--- config.mk ---
export PLATFORM = sky130hd
export DESIGN_NAME = ptu_divider
export DESIGN_NICKNAME = d
export VERILOG_FILES = /design/src/sv/assert_macros.svh /design/src/sv/ptu_divider.sv
export SDC_FILE = /design/constraint.sdc
export NUM_CORES = 1
export LEC_CHECK = 0
export BUFFER_PORTS_ARGS = -buffer_cell sky130_fd_sc_hd__buf_2
export CORE_ASPECT_RATIO = 1.4
export CORE_MARGIN = 2
export CORE_UTILIZATION = 26
export DETAILED_ROUTE_END_ITERATION = 6
export PLACE_DENSITY = 0.55
export SLEW_MARGIN = 25
export SYNTH_ARGS = -nofsm -noshare
export SYNTH_HDL_FRONTEND = slang
export SYNTH_SLANG_ARGS = --single-unit
--- constraint.sdc ---
create_clock -name clock -period 7.5 [get_ports clock]
set_clock_uncertainty 0.2 [all_clocks]
set_input_delay 0.375 -clock clock [delete_from_list [all_inputs] [get_ports clock]]
set_output_delay 0.375 -clock clock [all_outputs]
set_load 0.01 [all_outputs]
--- src/sv/assert_macros.svh ---
// Assertion macros shared by the particle table RTL.
`ifndef ASSERT_MACROS_SVH
`define ASSERT_MACROS_SVH
// Implication checked every clock outside reset.
`define ASSERT_IMP(label, clk, rst, ante, cons) \
   label: assert property (@(posedge clk) disable iff (rst) (ante) |-> (cons)) \
      else $error("assertion failed");
// Next-cycle implication checked outside reset.
`define ASSERT_NXT(label, clk, rst, ante, cons) \
   label: assert property (@(posedge clk) disable iff (rst) (ante) |=> (cons)) \
      else $error("assertion failed");
`endif

--- src/sv/ptu_divider.sv ---
// Restoring serial divider for the 9-bit age ratio, one quotient bit a cycle.
`timescale 1ns / 1ps
module ptu_divider (
   input  logic        clock,
   input  logic        reset,
   input  logic        start,
   input  logic [23:0] age,
   input  logic [23:0] span,
   output logic        done,
   output logic [8:0]  ratio
);
   logic [3:0]  count_ff, count_in;
   logic        busy_ff, busy_in;
   logic [24:0] rem_ff, rem_in;
   logic [8:0]  quot_ff, quot_in;
   logic        over_ff, over_in;
   logic [24:0] trial;

   // Age >= span means ratio 256; otherwise eight quotient bits of age/span.
   assign trial = {rem_ff[23:0], 1'b0} - {1'b0, span};
   always_comb begin
      count_in = count_ff;
      busy_in = busy_ff;
      rem_in = rem_ff;
      quot_in = quot_ff;
      over_in = over_ff;
      done = 1'b0;
      if (start) begin
         busy_in = 1'b1;
         count_in = 4'd0;
         rem_in = {1'b0, age};
         quot_in = '0;
         over_in = (age >= span);
      end else if (busy_ff) begin
         if (over_ff || count_ff == 4'd8) begin
            busy_in = 1'b0;
            done = 1'b1;
         end else begin
            count_in = count_ff + 4'd1;
            if (!trial[24]) begin
               rem_in = trial;
               quot_in = {quot_ff[7:0], 1'b1};
            end else begin
               rem_in = {rem_ff[23:0], 1'b0};
               quot_in = {quot_ff[7:0], 1'b0};
            end
         end
      end
   end
   assign ratio = over_ff ? 9'd256 : quot_ff;

   always_ff @(posedge clock) begin
      if (reset) begin
         busy_ff <= 1'b0;
         count_ff <= '0;
      end else begin
         busy_ff <= busy_in;
         count_ff <= count_in;
      end
      rem_ff <= rem_in;
      quot_ff <= quot_in;
      over_ff <= over_in;
   end
endmodule

==> results.md <==
- Status: finished clean
- Clock Root Buffer: clkbuf_16
- R2R cell count: 10
- Compound-Gate Fraction of Synth Area: 22.3%
- Fillers: 1511
- Main combinational cell family by area after synthesis: compound AO/OA/AOI/OAI gates
- CTS Hold Buffers Added: 0
- Io pins: around 60
- CORE AREA: between 10000 and 15000 um^2
- RR Endpoint: rem_ff[23]
- WL/cell: 14.9 um
- Predominant post-synthesis flop cell: edfxtp_1
- Initial Util: a little over a quarter
- Worst relative slew slack: between 40% and 50%
- PD cells: between 200 and 250 nW/um^2
- Internal Pwr Total: 601 uW
- DR pass1 iterations: 4
- Avg Inst Size Synth: 8.92 um^2
- Post-CTS Setup Bufs: 0
- Post-Synth XOR/XNOR Area: 4.16%
- Number of setup violations in the final report: 0
- Clock Pin Slew Worst Setup and Hold Paths: roughly 0.06 ns
- Area grow syn2layout: 15.4%
- Antenna Violating Nets Remaining: 0
- Drt via density: 4.95
- Clock power share: around 22%
- Leak: 0.00196 uW
- Fin crit share: a little under half
- Share of layout cells above drive strength 1: between 10% and 20%
- CP peak stage delay: between 0.4 and 0.5 ns
- Psw: 380 uW
- DR DRC count: 0
- Crit path capture type: flip-flop
- Worst-margin pin slew: 0.882 ns
- Synth Area in Simple Gates: 17.5%
- Die Span Y: 147 um
- Pin count of the biggest net entering global routing: 49
- Max rail drop VDD: 81.6 uV
- Clock Latency Late Sink: 0.29 ns
- Multiplexer share of the synthesized area: approximately 6.0%
- Routed wire length: 9980 um
- Max-Cap Viols: 0
- Die X: 106 um
- Synth Register Bits: 39
- Count of different cell masters after synthesis: 66
- Fmax: 0.293 GHz
- Crit Path Max Fanout: 27
- Async set or reset register ratio after synthesis: 0%
- Core Util, Final: 30.4%
- Most common cell on crit path: o31a_1
- Post-Syn Area: 3790 um^2
- Detail Placement HPWL: about 8000 um
- Hold Path Depth: 2
- First-pass GRT wire length: 16600 um
- Worst EP required: 7.35 ns
- Initial antenna violation count: 0
- Post_cts resized: 0
- Seq/Total Area, Yosys: a little over a quarter
- CTS tree: built
- Dpl cells: 660
- Power share of the sequential group: between 20% and 30%
- R2r setup slk: 4.09 ns
- Clock tree buffer depth: 2
- Post-synthesis adder-cell area fraction: 16.7%
- Reg-to-reg startpoint: rem_ff[0]
- Vias in the first global route: 3479
- Finished Layout Cells: 668
- Worst min-delay path startpoint: reset
- Number of flops mapped to enable cells by yosys: 25
- TNS Setup: 0 ns
- Hold WS: 0.110 ns
- Slew Limit Fails: 0
- CTS H-tree lvls: 2
- Clock sinks: 39
- GPL Wtd Cong: a little under 0.9
- Cell Rows: 52
- Num CTS Buffers: 5
- Arrival @ worst endpoint: roughly 3.3 ns
- Synth Net Count: 526
- Synthesis warning total: 0
- WS Path Type: reg -> reg
- Layout Nets: 579
- CP cell instances: inv_1 > fa_1 > nor2b_4 > o31a_1 > o31ai_4 > a2111oi_2 > or3_1 > nand3_4 > and4_1 > o31a_1
- Final Hold Viols: 0
- Total Power: 982 uW
- Total track usage: a little over an eighth
- Unrepaired setup endpoints after global routing: false
- CP max-delay cell: fa_1
- Buffers added on ports: 60
- DRT iter0 DRCs: 151
- Hold Crit Endpoint: busy_ff
- Worst hold path type: in -> reg
- Cells after synthesis: 425
- Sw Share: 38.8%
- Post-layout minimum cycle time: between 3 and 4 ns
- Global route overflow: 0
- Total die area: 15600 um^2
- Critical Path Source Type: flip-flop
- Antenna diodes: 0
- Comb pwr share: 48.5%
- Via count: 3305
-- per-stage QoR --
step | setup slack (ns) | area [um^2]
5_1_grt | 3.88 | 4370
3_3_place_gp | 3.97 | 4240
3_5_place_dp | 3.91 | 4240
6_report | 4.09 | 4370
2_1_floorplan | 4.56 | 3790
4_1_cts | 4.05 | 4370
-- logic make-up (layout without fill, tap and decap cells) --
family / count (synthesis) / after routing
AO/OA/AOI/OAI: 122 / 122
XOR/XNOR: 18 / 18
adder cells (fa/ha/maj): 50 / 50
buffers and inverters: 51 / 105
flip-flops: 39 / 39
multiplexers: 22 / 22
AND/OR/NAND/NOR: 123 / 123
-- cell usage after synthesis, types with 3 or more instances --
| cell type | instances | area [um^2] |
|---|---|---|
| a211oi_1 | 6 | 45.0 |
| a21o_1 | 12 | 90.1 |
| a21oi_1 | 21 | 105 |
| a22o_1 | 9 | 78.8 |
| a2bb2oi_1 | 3 | 26.3 |
| a31oi_1 | 6 | 37.5 |
| a41oi_1 | 3 | 26.3 |
| clkbuf_1 | 11 | 41.3 |
| dfxtp_1 | 14 | 280 |
| edfxtp_1 | 25 | 751 |
| ha_1 | 49 | 613 |
| inv_1 | 35 | 131 |
| mux2i_1 | 20 | 200 |
| nand2_1 | 33 | 124 |
| nand2b_1 | 5 | 31.3 |
| nand3_1 | 4 | 20.0 |
| nand3b_1 | 6 | 45.0 |
| nand4_1 | 7 | 43.8 |
| nor2_1 | 24 | 90.1 |
| nor2b_1 | 13 | 81.3 |
| nor3_1 | 8 | 40.0 |
| o21a_1 | 4 | 30.0 |
| o21ai_0 | 20 | 100 |
| o21ai_1 | 14 | 70.1 |
| o41ai_1 | 3 | 26.3 |
| or3_1 | 4 | 25.0 |
| xnor2_1 | 12 | 105 |
| xor2_1 | 6 | 52.6 |
-- layout by cell type, fill, tap and decap left out, types with 3 or more instances in the layout --
cell type	n
buf_2	60
ha_1	49
inv_1	34
nand2_1	33
edfxtp_1	25
nor2_1	24
a21oi_1	21
o21ai_0	20
mux2i_1	20
o21ai_1	14
dfxtp_1	14
nor2b_1	13
a21o_1	12
xnor2_1	12
a22o_1	9
nor3_1	8
nand4_1	7
a211oi_1	6
a31oi_1	6
nand3b_1	6
xor2_1	6
nand2b_1	5
clkbuf_16	5
nand3_1	4
o21a_1	4
or3_1	4
a41oi_1	3
a2bb2oi_1	3
o41ai_1	3
-- flip-flops by register name, indices dropped and copies added, names as in the netlist --
| register | cells |
|---|---|
| busy_ff | 1 |
| count_ff | 4 |
| over_ff | 1 |
| quot_ff | 9 |
| rem_ff | 24 |
-- power by group through the flow --
stage	Clock [uW]	Sequential (uW)	Combinational [uW]
after floorplan	0	286	395
after global placement	0	293	469
after detailed placement	0	293	476
after CTS	220	289	479
after global routing	229	293	535
final	216	290	476
-- routing by layer --
metal / GRT usage (%) / up-vias / wire, um
met2: 24.7 / 64 / 5120
met3: 2.00 / 21 / 351
met4: 6.97 / 0 / 357
met1: 14.6 / 1540 / 4150
li1: - / 1680 / -
met5: 0 / - / 0
-- area by class of cell --
type / instances / area (um^2) / area share (%)
Clock buffer: 7 / 133 / 3.03
Inverter: 36 / 135 / 3.09
Clock inverter: 1 / 5.00 / 0.114
Timing Repair Buffer: 61 / 308 / 7.04
Tap cell: 189 / 236 / 5.41
Multi-Input combinational cell: 335 / 2520 / 57.7
Sequential cell: 39 / 1030 / 23.6
-- how the worst max path moves through the flow --
stage          startpoint         end  slack, ns  cells past startpoint
6_report        rem_ff[0]  rem_ff[23]       4.09                     10
5_1_grt         rem_ff[7]  rem_ff[23]       3.88                      9
4_1_cts         rem_ff[0]  rem_ff[23]       4.05                     10
3_5_place_dp      span[0]  rem_ff[23]       3.91                     10
3_3_place_gp      span[0]  rem_ff[23]       3.97                     10
2_1_floorplan     span[2]  rem_ff[12]       4.56                     12
-- worst max-delay path, delay by kind of cell, from the launching register on --
family	cells	cell delay, ns
AO/OA/AOI/OAI	4	0.94
adder cells (fa/ha/maj)	1	0.44
buffers and inverters	1	0.07
flip-flops	1	0.36
AND/OR/NAND/NOR	4	1.16
No activity file was read; power rests on OpenSTA's default activity.
